File: src/design/fpsa_pkg.sv
// shared constants and control types of the segment allocator
`default_nettype none
package fpsa_pkg;

  localparam int MAX_SEGMENTS_DEF = 64;
  localparam int ADDR_BITS_DEF    = 16;
  localparam int ID_W             = 31;
  localparam int REQ_W            = 17;
  localparam int OUT_ADDR_W       = 16;

  localparam logic [ID_W-1:0]  ID_LAST       = {ID_W{1'b1}};
  localparam logic [REQ_W-1:0] TOTAL_SIZE_RST = 17'd65536;

  localparam logic [1:0] OP_RESET = 2'd0;
  localparam logic [1:0] OP_ALLOC = 2'd1;
  localparam logic [1:0] OP_FREE  = 2'd2;

  localparam logic [1:0] FIT_FIRST = 2'd0;
  localparam logic [1:0] FIT_BEST  = 2'd1;
  localparam logic [1:0] FIT_WORST = 2'd2;

  localparam logic [2:0] ST_RESET   = 3'd0;
  localparam logic [2:0] ST_ALLOC   = 3'd1;
  localparam logic [2:0] ST_NOFIT   = 3'd2;
  localparam logic [2:0] ST_FULL    = 3'd3;
  localparam logic [2:0] ST_FREED   = 3'd4;
  localparam logic [2:0] ST_INVALID = 3'd5;

  localparam logic REG_TOTAL_SIZE = 1'b0;
  localparam logic REG_FIT_POLICY = 1'b1;

  typedef struct packed {
    logic       init_pool;
    logic       latch;
    logic       scan;
    logic       shift_setup;
    logic       shift;
    logic       tail_wr;
    logic       head_wr;
    logic       copy_setup;
    logic       copy;
    logic       free_wr;
    logic       emit;
    logic [2:0] emit_code;
  } ctl_cmd_t;

  typedef struct packed {
    logic [1:0] op;
    logic       up_done;
    logic       down_done;
    logic       found;
    logic       split;
    logic       full;
  } ctl_sts_t;

endpackage
`default_nettype wire

File: src/design/fpsa_ram.sv
// generic single write port ram with registered read
`default_nettype none
module fpsa_ram #(
  parameter int WIDTH = 8,
  parameter int DEPTH = 64
) (
  input  wire logic                     clk,
  input  wire logic                     we,
  input  wire logic [$clog2(DEPTH)-1:0] waddr,
  input  wire logic [WIDTH-1:0]         wdata,
  input  wire logic [$clog2(DEPTH)-1:0] raddr,
  output logic      [WIDTH-1:0]         rdata
);

  logic [WIDTH-1:0] mem [DEPTH];

  always_ff @(posedge clk) begin
    if (we) begin
      mem[waddr] <= wdata;
    end
    rdata <= mem[raddr];
  end

endmodule
`default_nettype wire

File: src/design/fpsa_ctrl.sv
// controller state machine of the segment allocator
`default_nettype none
module fpsa_ctrl (
  input  wire logic                clk,
  input  wire logic                rst_n,
  input  wire logic                start,
  output logic                     busy,
  input  wire fpsa_pkg::ctl_sts_t  sts,
  output fpsa_pkg::ctl_cmd_t       cmd
);

  localparam logic [3:0] S_INIT   = 4'd0;
  localparam logic [3:0] S_IDLE   = 4'd1;
  localparam logic [3:0] S_DECODE = 4'd2;
  localparam logic [3:0] S_SCAN   = 4'd3;
  localparam logic [3:0] S_SHIFT  = 4'd4;
  localparam logic [3:0] S_TAIL   = 4'd5;
  localparam logic [3:0] S_HEAD   = 4'd6;
  localparam logic [3:0] S_COPY   = 4'd7;
  localparam logic [3:0] S_FREEW  = 4'd8;

  logic [3:0] state_r;
  logic [3:0] state_nxt;

  always_ff @(posedge clk) begin
    if (!rst_n) begin
      state_r <= S_INIT;
    end else begin
      state_r <= state_nxt;
    end
  end

  assign busy = (state_r != S_IDLE);

  always_comb begin
    state_nxt = state_r;
    cmd       = '0;
    unique case (state_r)
      S_INIT: begin
        cmd.init_pool = 1'b1;
        state_nxt     = S_IDLE;
      end
      S_IDLE: begin
        if (start) begin
          cmd.latch = 1'b1;
          state_nxt = S_DECODE;
        end
      end
      S_DECODE: begin
        unique case (sts.op) inside
          fpsa_pkg::OP_RESET: begin
            cmd.init_pool = 1'b1;
            cmd.emit      = 1'b1;
            cmd.emit_code = fpsa_pkg::ST_RESET;
            state_nxt     = S_IDLE;
          end
          fpsa_pkg::OP_ALLOC, fpsa_pkg::OP_FREE: begin
            state_nxt = S_SCAN;
          end
          default: begin
            cmd.emit      = 1'b1;
            cmd.emit_code = fpsa_pkg::ST_INVALID;
            state_nxt     = S_IDLE;
          end
        endcase
      end
      S_SCAN: begin
        cmd.scan = 1'b1;
        if (sts.up_done) begin
          if (sts.op == fpsa_pkg::OP_ALLOC) begin
            if (!sts.found) begin
              cmd.emit      = 1'b1;
              cmd.emit_code = fpsa_pkg::ST_NOFIT;
              state_nxt     = S_IDLE;
            end else if (sts.split && sts.full) begin
              cmd.emit      = 1'b1;
              cmd.emit_code = fpsa_pkg::ST_FULL;
              state_nxt     = S_IDLE;
            end else if (sts.split) begin
              cmd.shift_setup = 1'b1;
              state_nxt       = S_SHIFT;
            end else begin
              state_nxt = S_HEAD;
            end
          end else begin
            if (!sts.found) begin
              cmd.emit      = 1'b1;
              cmd.emit_code = fpsa_pkg::ST_INVALID;
              state_nxt     = S_IDLE;
            end else begin
              cmd.copy_setup = 1'b1;
              state_nxt      = S_COPY;
            end
          end
        end
      end
      S_SHIFT: begin
        cmd.shift = 1'b1;
        if (sts.down_done) begin
          state_nxt = S_TAIL;
        end
      end
      S_TAIL: begin
        cmd.tail_wr = 1'b1;
        state_nxt   = S_HEAD;
      end
      S_HEAD: begin
        cmd.head_wr   = 1'b1;
        cmd.emit      = 1'b1;
        cmd.emit_code = fpsa_pkg::ST_ALLOC;
        state_nxt     = S_IDLE;
      end
      S_COPY: begin
        cmd.copy = 1'b1;
        if (sts.up_done) begin
          state_nxt = S_FREEW;
        end
      end
      S_FREEW: begin
        cmd.free_wr   = 1'b1;
        cmd.emit      = 1'b1;
        cmd.emit_code = fpsa_pkg::ST_FREED;
        state_nxt     = S_IDLE;
      end
      default: begin
        state_nxt = S_IDLE;
      end
    endcase
  end

endmodule
`default_nettype wire

File: src/design/fpsa_dpath.sv
// datapath: segment table, scan evaluation, entry moves and result registers
`default_nettype none
module fpsa_dpath #(
  parameter int MAX_SEGMENTS = fpsa_pkg::MAX_SEGMENTS_DEF,
  parameter int ADDR_BITS    = fpsa_pkg::ADDR_BITS_DEF
) (
  input  wire logic                            clk,
  input  wire logic                            rst_n,
  input  wire fpsa_pkg::ctl_cmd_t              cmd,
  output fpsa_pkg::ctl_sts_t                   sts,
  input  wire logic [1:0]                      in_operation,
  input  wire logic [fpsa_pkg::REQ_W-1:0]      in_request_size,
  input  wire logic [fpsa_pkg::ID_W-1:0]       in_block_id,
  input  wire logic [fpsa_pkg::REQ_W-1:0]      total_size,
  input  wire logic [1:0]                      fit_policy,
  output logic                                 out_valid,
  output logic [2:0]                           out_status,
  output logic [fpsa_pkg::OUT_ADDR_W-1:0]      out_address,
  output logic [fpsa_pkg::ID_W-1:0]            out_new_id
);

  localparam int unsigned POOL_MAX = (ADDR_BITS < 17) ? (32'd1 << ADDR_BITS) : 32'd131071;
  localparam int SZW  = $clog2(POOL_MAX + 1);
  localparam int STW  = $clog2(POOL_MAX);
  localparam int IW   = $clog2(MAX_SEGMENTS);
  localparam int CW   = $clog2(MAX_SEGMENTS + 1);
  localparam int IDW  = fpsa_pkg::ID_W;
  localparam int RW   = fpsa_pkg::REQ_W;
  localparam int EW   = IDW + 1 + SZW + STW;

  logic [1:0]     op_r;
  logic [RW-1:0]  req_r;
  logic [IDW-1:0] bid_r;
  logic [CW-1:0]  cnt_r;
  logic [IDW-1:0] id_r;
  logic [CW-1:0]  ptr_r;
  logic           rvld_r;
  logic [IW-1:0]  ridx_r;
  logic           found_r;
  logic           inrun_r;
  logic [IW-1:0]  pick_r;
  logic [STW-1:0] pstart_r;
  logic [SZW-1:0] psize_r;
  logic [CW-1:0]  k_r;

  logic           we;
  logic [IW-1:0]  waddr;
  logic [EW-1:0]  wdata;
  logic [EW-1:0]  rdata;
  logic           rd_go;

  logic [STW-1:0] e_start;
  logic [SZW-1:0] e_size;
  logic           e_free;
  logic [IDW-1:0] e_owner;
  logic           take;
  logic           split;
  logic [SZW-1:0] pool_size;
  logic [RW:0]    tail_start;

  fpsa_ram #(
    .WIDTH (EW),
    .DEPTH (MAX_SEGMENTS)
  ) u_ram (
    .clk   (clk),
    .we    (we),
    .waddr (waddr),
    .wdata (wdata),
    .raddr (ptr_r[IW-1:0]),
    .rdata (rdata)
  );

  assign e_start = rdata[STW-1:0];
  assign e_size  = rdata[STW +: SZW];
  assign e_free  = rdata[STW + SZW];
  assign e_owner = rdata[EW-1 -: IDW];

  assign split      = RW'(psize_r) > req_r;
  assign tail_start = (RW + 1)'(pstart_r) + (RW + 1)'(req_r);

  always_comb begin
    if (total_size == '0) begin
      pool_size = SZW'(1);
    end else if (32'(total_size) > POOL_MAX) begin
      pool_size = SZW'(POOL_MAX);
    end else begin
      pool_size = SZW'(total_size);
    end
  end

  always_comb begin
    take = 1'b0;
    if (e_free && (req_r != '0) && (RW'(e_size) >= req_r)) begin
      case (fit_policy)
        fpsa_pkg::FIT_FIRST: take = !found_r;
        fpsa_pkg::FIT_BEST:  take = !found_r || (e_size < psize_r);
        fpsa_pkg::FIT_WORST: take = !found_r || (e_size > psize_r);
        default:             take = 1'b0;
      endcase
    end
  end

  always_comb begin
    rd_go = 1'b0;
    if ((cmd.scan || cmd.copy) && (ptr_r < cnt_r)) begin
      rd_go = 1'b1;
    end else if (cmd.shift && (ptr_r > CW'(pick_r))) begin
      rd_go = 1'b1;
    end
  end

  always_comb begin
    we    = 1'b0;
    waddr = '0;
    wdata = rdata;
    if (cmd.init_pool) begin
      we    = 1'b1;
      wdata = {{IDW{1'b0}}, 1'b1, pool_size, {STW{1'b0}}};
    end else if (cmd.shift && rvld_r) begin
      we    = 1'b1;
      waddr = ridx_r + IW'(1);
    end else if (cmd.copy && rvld_r) begin
      we    = 1'b1;
      waddr = ridx_r - k_r[IW-1:0];
    end else if (cmd.tail_wr) begin
      we    = 1'b1;
      waddr = pick_r + IW'(1);
      wdata = {{IDW{1'b0}}, 1'b1, SZW'(RW'(psize_r) - req_r), STW'(tail_start)};
    end else if (cmd.head_wr) begin
      we    = 1'b1;
      waddr = pick_r;
      wdata = {id_r, 1'b0, split ? SZW'(req_r) : psize_r, pstart_r};
    end else if (cmd.free_wr) begin
      we    = 1'b1;
      waddr = pick_r;
      wdata = {{IDW{1'b0}}, 1'b1, psize_r, pstart_r};
    end
  end

  always_ff @(posedge clk) begin
    if (!rst_n) begin
      cnt_r     <= CW'(1);
      id_r      <= IDW'(1);
      rvld_r    <= 1'b0;
      out_valid <= 1'b0;
    end else begin
      rvld_r    <= rd_go;
      out_valid <= cmd.emit;
      if (cmd.init_pool) begin
        cnt_r <= CW'(1);
        id_r  <= IDW'(1);
      end else if (cmd.head_wr) begin
        if (split) begin
          cnt_r <= cnt_r + CW'(1);
        end
        id_r <= (id_r == fpsa_pkg::ID_LAST) ? IDW'(1) : id_r + IDW'(1);
      end else if (cmd.free_wr) begin
        cnt_r <= cnt_r - k_r;
      end
    end
  end

  always_ff @(posedge clk) begin
    ridx_r <= ptr_r[IW-1:0];
    if (cmd.latch) begin
      op_r    <= in_operation;
      req_r   <= in_request_size;
      bid_r   <= in_block_id;
      found_r <= 1'b0;
      inrun_r <= 1'b0;
      ptr_r   <= '0;
      k_r     <= '0;
      psize_r <= '0;
    end else if (cmd.shift_setup) begin
      ptr_r <= cnt_r - CW'(1);
    end else if (cmd.copy_setup) begin
      ptr_r <= CW'(pick_r) + k_r + CW'(1);
    end else if (rd_go) begin
      ptr_r <= cmd.shift ? ptr_r - CW'(1) : ptr_r + CW'(1);
    end
    if (cmd.scan && rvld_r) begin
      if (op_r == fpsa_pkg::OP_ALLOC) begin
        if (take) begin
          found_r  <= 1'b1;
          pick_r   <= ridx_r;
          pstart_r <= e_start;
          psize_r  <= e_size;
        end
      end else if (!found_r) begin
        if (!e_free && (e_owner == bid_r)) begin
          found_r  <= 1'b1;
          inrun_r  <= 1'b1;
          pick_r   <= ridx_r;
          pstart_r <= e_start;
          psize_r  <= e_size;
        end
      end else if (inrun_r) begin
        if (e_free) begin
          psize_r <= psize_r + e_size;
          k_r     <= k_r + CW'(1);
        end else begin
          inrun_r <= 1'b0;
        end
      end
    end
    if (cmd.emit) begin
      out_status <= cmd.emit_code;
      if (cmd.emit_code == fpsa_pkg::ST_ALLOC) begin
        out_address <= fpsa_pkg::OUT_ADDR_W'(pstart_r);
        out_new_id  <= id_r;
      end else begin
        out_address <= '0;
        out_new_id  <= '0;
      end
    end
  end

  assign sts.op        = op_r;
  assign sts.up_done   = (ptr_r >= cnt_r) && !rvld_r;
  assign sts.down_done = (ptr_r == CW'(pick_r)) && !rvld_r;
  assign sts.found     = found_r;
  assign sts.split     = split;
  assign sts.full      = cnt_r >= CW'(MAX_SEGMENTS);

endmodule
`default_nettype wire

File: src/design/fit_policy_segment_allocator_top.sv
// top level of the segment allocator: config registers, controller and datapath
//
// a command beat is taken at a clock edge with start high and busy low; the
// command carries in_operation (reset pool, allocate, free), in_request_size
// and in_block_id. every command gives exactly one result beat: out_valid is
// high for one cycle with out_status, out_address and out_new_id. the
// receiver cannot hold results off; a new command may be given in the cycle
// the result shows.
// a command walks the segment table through one ram read port, one entry per
// cycle. reset pool and an invalid op end at decode; allocate and free first
// scan the table. no fit, table full and an unknown id end after the scan. a
// split allocate then shifts the entries behind the split one place up and
// writes the tail and head entries; an exact-fit allocate writes the head
// entry only. a free moves the entries behind the merged run down and writes
// the merged free segment. total_size and fit_policy must be written over the
// apb port only while idle; the block itself does not enforce it.
// total_size takes effect at the next pool reset.
// after rst_n the block is busy for one cycle while it writes the initial
// free segment.
`default_nettype none
module fit_policy_segment_allocator_top #(
  parameter int MAX_SEGMENTS = fpsa_pkg::MAX_SEGMENTS_DEF,
  parameter int ADDR_BITS    = fpsa_pkg::ADDR_BITS_DEF
) (
  input  wire logic                            clk,
  input  wire logic                            rst_n,
  input  wire logic                            start,
  output logic                                 busy,
  input  wire logic [1:0]                      in_operation,
  input  wire logic [fpsa_pkg::REQ_W-1:0]      in_request_size,
  input  wire logic [fpsa_pkg::ID_W-1:0]       in_block_id,
  output logic                                 out_valid,
  output logic [2:0]                           out_status,
  output logic [fpsa_pkg::OUT_ADDR_W-1:0]      out_address,
  output logic [fpsa_pkg::ID_W-1:0]            out_new_id,
  input  wire logic                            psel,
  input  wire logic                            penable,
  input  wire logic                            pwrite,
  input  wire logic [2:0]                      paddr,
  input  wire logic [31:0]                     pwdata,
  output logic [31:0]                          prdata,
  output logic                                 pready
);

  logic [fpsa_pkg::REQ_W-1:0] total_size_r;
  logic [1:0]                 fit_policy_r;
  logic                       cfg_wr;
  fpsa_pkg::ctl_cmd_t         cmd;
  fpsa_pkg::ctl_sts_t         sts;

  assign pready = 1'b1;
  assign cfg_wr = psel && penable && pwrite;

  always_ff @(posedge clk) begin
    if (!rst_n) begin
      total_size_r <= fpsa_pkg::TOTAL_SIZE_RST;
      fit_policy_r <= fpsa_pkg::FIT_FIRST;
    end else if (cfg_wr) begin
      unique case (paddr[2])
        fpsa_pkg::REG_TOTAL_SIZE: total_size_r <= pwdata[fpsa_pkg::REQ_W-1:0];
        fpsa_pkg::REG_FIT_POLICY: fit_policy_r <= pwdata[1:0];
        default: ;
      endcase
    end
  end

  always_comb begin
    unique case (paddr[2])
      fpsa_pkg::REG_TOTAL_SIZE: prdata = 32'(total_size_r);
      fpsa_pkg::REG_FIT_POLICY: prdata = 32'(fit_policy_r);
      default:                  prdata = '0;
    endcase
  end

  fpsa_ctrl u_ctrl (
    .clk   (clk),
    .rst_n (rst_n),
    .start (start),
    .busy  (busy),
    .sts   (sts),
    .cmd   (cmd)
  );

  fpsa_dpath #(
    .MAX_SEGMENTS (MAX_SEGMENTS),
    .ADDR_BITS    (ADDR_BITS)
  ) u_dpath (
    .clk             (clk),
    .rst_n           (rst_n),
    .cmd             (cmd),
    .sts             (sts),
    .in_operation    (in_operation),
    .in_request_size (in_request_size),
    .in_block_id     (in_block_id),
    .total_size      (total_size_r),
    .fit_policy      (fit_policy_r),
    .out_valid       (out_valid),
    .out_status      (out_status),
    .out_address     (out_address),
    .out_new_id      (out_new_id)
  );

endmodule
`default_nettype wire

File: config.mk
export PLATFORM = sky130hd
export DESIGN_NAME = fit_policy_segment_allocator_top
export DESIGN_NICKNAME = d
export VERILOG_FILES = /design/src/design/fpsa_pkg.sv /design/src/design/fpsa_ram.sv /design/src/design/fpsa_ctrl.sv /design/src/design/fpsa_dpath.sv /design/src/design/fit_policy_segment_allocator_top.sv
export SDC_FILE = /design/constraint.sdc
export NUM_CORES = 2
export LEC_CHECK = 0
export ABC_AREA = 0
export BUFFER_PORTS_ARGS = -buffer_cell sky130_fd_sc_hd__buf_2
export CAP_MARGIN = 25
export CORE_ASPECT_RATIO = 1.1
export CORE_UTILIZATION = 57
export CTS_BUF_LIST = sky130_fd_sc_hd__clkbuf_4 sky130_fd_sc_hd__clkbuf_8 sky130_fd_sc_hd__clkbuf_16
export CTS_CLUSTER_DIAMETER = 40
export DETAILED_ROUTE_END_ITERATION = 6
export PLACE_DENSITY = 0.76
export SETUP_SLACK_MARGIN = 0.05
export SLEW_MARGIN = 20
export SYNTH_ARGS = -nofsm -noshare
export SYNTH_HDL_FRONTEND = slang
export SYNTH_HIERARCHICAL = 1
export SYNTH_MEMORY_MAX_BITS = 65536
export SYNTH_SLANG_ARGS = --single-unit
export TNS_END_PERCENT = 10
File: constraint.sdc
create_clock -name clk -period 8.2 [get_ports clk]
set_input_delay 1.64 -clock clk [delete_from_list [all_inputs] [get_ports clk]]
set_output_delay 1.64 -clock clk [all_outputs]
set_load 0.1 [all_outputs]
Word level (Yosys, flattened, before mapping). Memories as Yosys holds them, arrays and structs flattened. A register that Yosys moved wholly into a read port is not among the register bits. Index checks and enable logic that the tools add are counted.

Flip-flop bits (word level): 224. RAM bits: 4160. Logic and storage cells: 214. Memories kept: 1.

Memories: u_dpath.u_ram.mem (depth 64, bits a word 65, rd ports 1, clocked after memory_dff 1, write ports 1, RTL line fpsa_ram.sv:15) `logic [WIDTH-1:0] mem [DEPTH];`.

Add/sub/neg operators: 15. Order comparisons: 9. Equal/unequal tests: 24. Muxes and demuxes: 108. Bitwise gates (word level): 2. Reductions and logical operators: 34.

Operator list (number): 65-bit two-way mux (6); 17-bit two-way mux (11); 7-bit two-way mux (13); 16-bit two-way mux (4); 32-bit case mux with 2 select lines (1); 6-bit two-way mux (10); 4-bit two-way mux (12); 1-bit two-way mux (41); 17-bit greater-than comparator (2); 31-bit by 1-bit adder with 31-bit output, second input constant (1); 31-bit == test (1); 31-bit == test, second input constant (1); 31-bit two-way mux (1); 7-bit by 1-bit adder with 7-bit output, second input constant (4); 4-bit case mux with 6 select lines (1); 17-bit adder (1); 17-bit greater-or-equal comparator (1); 17-bit greater-than comparator, second input constant (1); 17-bit zero test (1); 17-bit < comparator (1); 17-bit nonzero test (1); 17-bit subtractor (1); 16-bit adder (1); 4-bit by 3-bit == test with 1-bit output, second input constant (4); other kinds (36) (71).

Logic depth before layout (Yosys ltp).
Depth after elaboration: 13. Depth in mapped cells: 18. Depth with buffers taken out: 16.

By module. The synthesis kept the hierarchy.

Modules (own cells, without submodules): fpsa_ram (instances 1, cells each 6767, area each 158239.3 um^2, seq. area each 126221.1 um^2); fpsa_dpath (instances 1, cells each 1763, area each 15383.5 um^2, seq. area each 5245.0 um^2); fit_policy_segment_allocator_top (instances 1, cells each 119, area each 1046.0 um^2, seq. area each 380.4 um^2); fpsa_ctrl (instances 1, cells each 68, area each 528.0 um^2, seq. area each 80.1 um^2).

Least setup slack after synthesis. OpenSTA, ideal clock, no wires.

Kind: reg2reg. Start: reg u_dpath.req_r[0]. End: mem u_dpath/u_ram/mem[0][8] (netlist bit), data pin. Setup time: 1.286 ns. Data arrival time: 7.497 ns. Data required time: 6.914 ns. Setup slack: -0.583 ns. Cell stages (with the launch flop): 12. Path buffers: 0. Path through: edfxtp_1 > ha_1 > inv_1 > fa_1 > nor2b_1 > o21ai_0 > a21oi_1 > o31ai_1 > nor2b_1 > xnor2_1 > nor2_1 > a2111oi_0.

Longest elaborated chain between the ends: 5.

Ends and longest elaborated chain: start: declaration (RTL line fpsa_dpath.sv:32) `logic [RW-1:0] req_r;`; start signal: assignment (RTL line fpsa_dpath.sv:167) `req_r <= in_request_size;`; 16-bit adder (RTL line fpsa_dpath.sv:79) `assign tail_start = (RW + 1)'(pstart_r) + (RW + 1)'(req_r);`; 65-bit two-way mux (RTL line fpsa_dpath.sv:125) `end else if (cmd.tail_wr) begin`; 65-bit two-way mux (RTL line fpsa_dpath.sv:122) `end else if (cmd.copy && rvld_r) begin`; 65-bit two-way mux (RTL line fpsa_dpath.sv:119) `end else if (cmd.shift && rvld_r) begin`; 65-bit two-way mux (RTL line fpsa_dpath.sv:116) `if (cmd.init_pool) begin`; via u_dpath.wdata[8] (RTL line fpsa_dpath.sv:48) `logic [EW-1:0] wdata;`; end: declaration (RTL line fpsa_ram.sv:15).

The timed path passes the listed nets, and every way through them passes these cells.

==> impl_metrics.tcl <==
set metrics [dict create \
    critPathTopFamily "simple AND/OR/NAND/NOR gates" \
    worstSetupStartpointType "flip-flop" \
    required_ns 8.80 \
    path_class "reg -> reg" \
    synthCells 8717 \
    arrival_ns 6.66 \
    total_power_mw 58.8 \
    portBuffers 142 \
    final_cell_mix "edfxtp_1 (4282), mux4_2 (990), clkbuf_16 (461)" \
    core_um2 306000 \
    drv_cap 0 \
    critical_path_buf_inv_count 2 \
    m1WireLength_um 166000 \
    tightest_slew_ns 1.31 \
    ir_drop_uv 236 \
    met3_length_um 68500 \
    clockPowerShare_pct 36.3 \
    drt-total-wl_um 502000 \
    clockRootBuffer "clkbuf_16" \
    rr_worst_depth 10 \
    synth-simple-area-share_pct 3.10 \
    post_cts_buffers 0 \
    power.leakage_nw 62.3 \
    grt_max_degree 122 \
    grt_pass1_wl_um 699000 \
    r2r-end "u_dpath/u_ram/mem[27][40]" \
    ctsHoldBuffers 0 \
    post_cts_resized 0 \
    drc 2 \
    syn_area_um2 175000 \
    grt.total_usage_pct 32.3 \
    path_clk_slew_ns 0.06 \
    firstDrtPassIters 7 \
    highest_layer "met5" \
    final_common_cell "edfxtp_1" \
    synth_top_family_by_area "multiplexers" \
    via_per_inst 7.02 \
    fin_crit_ns 6.06 \
    clock_skew_ns 0.0789 \
    start_util_pct 57.3 \
    min_path_type "reg -> reg" \
    synth_xor_area_share_pct 0.640 \
    holdPathStages 0 \
    ys_ff_latch 4449 \
    grt.overflow.total 0 \
    relSlewSlack_pct 12.3 \
    cts.sinks 4449 \
    crit_chain "nor2b_1, nor2b_4, buf_4, nand2_1, o311ai_0, o211ai_1, a21oi_1, nand3_1, nor2_4, buf_12" \
    num_rows 213 \
    antenna_left 0 \
    yosys-mux-area-fraction_pct 13.8 \
    drive_gt1_share_pct 25.8 \
    cts_tree "done" \
    hold_viol_final 0 \
    holdPathEnd "u_dpath/pstart_r[2]" \
    drt_iter0_drc 14800 \
    wl_per_cell_um 36.9 \
    crit_fanout 70 \
    p_per_area_nw_per_um2 296 \
    clkLatencyLatePin_ns 1.03 \
    met2_length_um 237000 \
    synth_compound_area_share_pct 4.46 \
    cp.depth 10 \
    avgSynthCellArea_um2 20.1 \
    fmax_mhz 165 \
    cp_slowest_cell "a21oi_1" \
    dieHeight_um 583 \
    r2r_setup_slack_ns 2.14 \
    gp_congestion 0.930 \
    switching_share_pct 27.4 \
    vias 95600 \
    cts_max_level 5 \
    outcome "complete, but fails checks" \
    netlist-cell-type-count 103 \
    ios 176 \
    setup_viol 0 \
    power.internal_mw 42.7 \
    synth_edf_count 4282 \
    p_comb_share_pct 16.8 \
    grt_pass1_vias 95000 \
    reg2reg_from "u_ctrl/state_r[0]" \
    fin_crit_sh_pct 73.9 \
    ys_warn_count 6 \
    p_seq_share_pct 46.8 \
    cp-end-kind "flip-flop" \
    power_switching_mw 16.1 \
    dieArea_um2 310000 \
    nets 9352 \
    fin_setup_tns_ns 0 \
    async_flop_share_pct 0 \
    clockBufferDepth 4 \
    slowest_delay_ns 0.91 \
    dp_hpwl_um 274000 \
    nFillCells 19200 \
    hold_start "u_dpath/u_ram/rdata[2]" \
    synthToLayoutAreaGrowth_pct 13.2 \
    ys_seq_area_share_pct 75.3 \
    synthFlopType "edfxtp_1" \
    synthAdderAreaFrac_pct 1.02 \
    die_w_um 531 \
    post-route-util_pct 64.8 \
    violations "DRC" \
    drv_slew 0 \
    cts_buffers 455 \
    rsz0062_at_grt "false" \
    antenna_found_initial 19 \
]
## worst max path at each step
| stage | end | startpoint | slack, ns |
|---|---|---|---|
| floorplan | u_dpath/u_ram/mem[0][4] | u_ctrl/state_r[3] | -0.58 |
| finish | u_dpath/u_ram/mem[27][40] | u_ctrl/state_r[0] | 2.14 |
| CTS | u_dpath/u_ram/mem[0][45] | u_ctrl/state_r[0] | 2.32 |
| detailed placement | u_dpath/u_ram/mem[0][17] | u_ctrl/state_r[0] | 2.40 |
| global placement | u_dpath/u_ram/mem[0][17] | u_ctrl/state_r[0] | 2.53 |
| global route | u_dpath/u_ram/mem[27][40] | u_ctrl/state_r[0] | 2.21 |
## cells in the mapped netlist (8+ instances only)
library cell,count,area [µm²]
a2111oi_0,8,70.1
a211o_1,8,70.1
a211oi_1,132,991
a21o_1,27,203
a21oi_1,141,706
a221oi_1,11,96.3
a22oi_1,62,465
a31oi_1,22,138
a32oi_1,31,272
and2_1,55,344
and3_1,15,93.8
buf_1,51,191
buf_2,108,541
buf_4,73,548
buf_6,34,383
clkbuf_1,238,893
dfxtp_1,167,3340
edfxtp_1,4282,129000
ha_1,131,1640
inv_1,101,379
mux2_2,14,158
mux2i_1,168,1680
mux4_2,990,22300
nand2_1,168,631
nand2b_1,26,163
nand3_1,78,390
nand4_1,22,138
nor2_1,368,1380
nor2b_1,127,795
nor3_1,94,470
nor4_1,74,463
o211a_1,17,170
o211ai_1,16,120
o21a_1,17,128
o21ai_0,85,425
o21ai_1,12,60.1
o221ai_1,74,648
o22a_1,56,490
o22ai_1,322,2010
o31ai_1,13,97.6
or2_2,13,81.3
or3_1,11,68.8
xnor2_1,53,464
xor2_1,75,657
## per-layer routing
metal  GRT usage (%)  up-vias
met3            8.51     1453
met1            41.5    49000
met2            50.9     8033
met4            16.8       16
li1                -    37100
met5               0        -
## logic make-up (layout without fill, tap and decap cells)
family                   count (synthesis)  count (layout)
adder cells (fa/ha/maj)                139             139
multiplexers                          1172            1172
buffers and inverters                  608            1392
XOR/XNOR                               128             128
flip-flops                            4449            4449
other                                    2              25
AO/OA/AOI/OAI                         1121            1121
AND/OR/NAND/NOR                       1098            1098
## flip-flops by register name (all words and copies together) (netlist names), 2 cells and up
| name | count |
|---|---|
| fit_policy_r | 2 |
| total_size_r | 17 |
| u_ctrl/state_r | 4 |
| u_dpath/bid_r | 31 |
| u_dpath/cnt_r | 7 |
| u_dpath/id_r | 31 |
| u_dpath/k_r | 7 |
| u_dpath/op_r | 2 |
| u_dpath/out_address | 16 |
| u_dpath/out_new_id | 31 |
| u_dpath/out_status | 3 |
| u_dpath/pick_r | 6 |
| u_dpath/psize_r | 17 |
| u_dpath/pstart_r | 16 |
| u_dpath/ptr_r | 7 |
| u_dpath/req_r | 17 |
| u_dpath/ridx_r | 6 |
| u_dpath/u_ram/mem | 4160 |
| u_dpath/u_ram/rdata | 65 |
## through the flow
stage | instances | cell area (µm²) | hold slack [ns] | worst slack [ns]
final | 13600 | 198000 | 0.437 | 2.14
after global routing | 13600 | 198000 | 0.454 | 2.21
after detailed placement | 12700 | 183000 | 0.425 | 2.40
after global placement | 12700 | 182000 | 0.422 | 2.53
after CTS | 13600 | 198000 | 0.440 | 2.32
after floorplan | 8731 | 175000 | 0.377 | -0.577
## power groups by stage
stage / sequential [mW] / combinational [mW] / clock (mW)
after floorplan: 27.9 / 6.31 / 0
after global routing: 27.5 / 10.3 / 22.2
after CTS: 27.5 / 9.72 / 21.4
after detailed placement: 28.0 / 9.57 / 0
after global placement: 28.0 / 9.24 / 0
final: 27.5 / 9.90 / 21.3
## area by class of cell
cell class / count / area (µm²) / share of cell area (%)
clock buffer: 546 / 12200 / 6.15
inverter: 102 / 383 / 0.193
sequential: 4449 / 132000 / 66.5
timing repair buffer: 441 / 3640 / 1.84
multi-input combinational: 3674 / 41600 / 21.0
antenna: 9 / 22.5 / 0.0114
clock inverter: 303 / 3460 / 1.74
tap: 4085 / 5110 / 2.58
No activity file was read; power rests on OpenSTA's default activity.
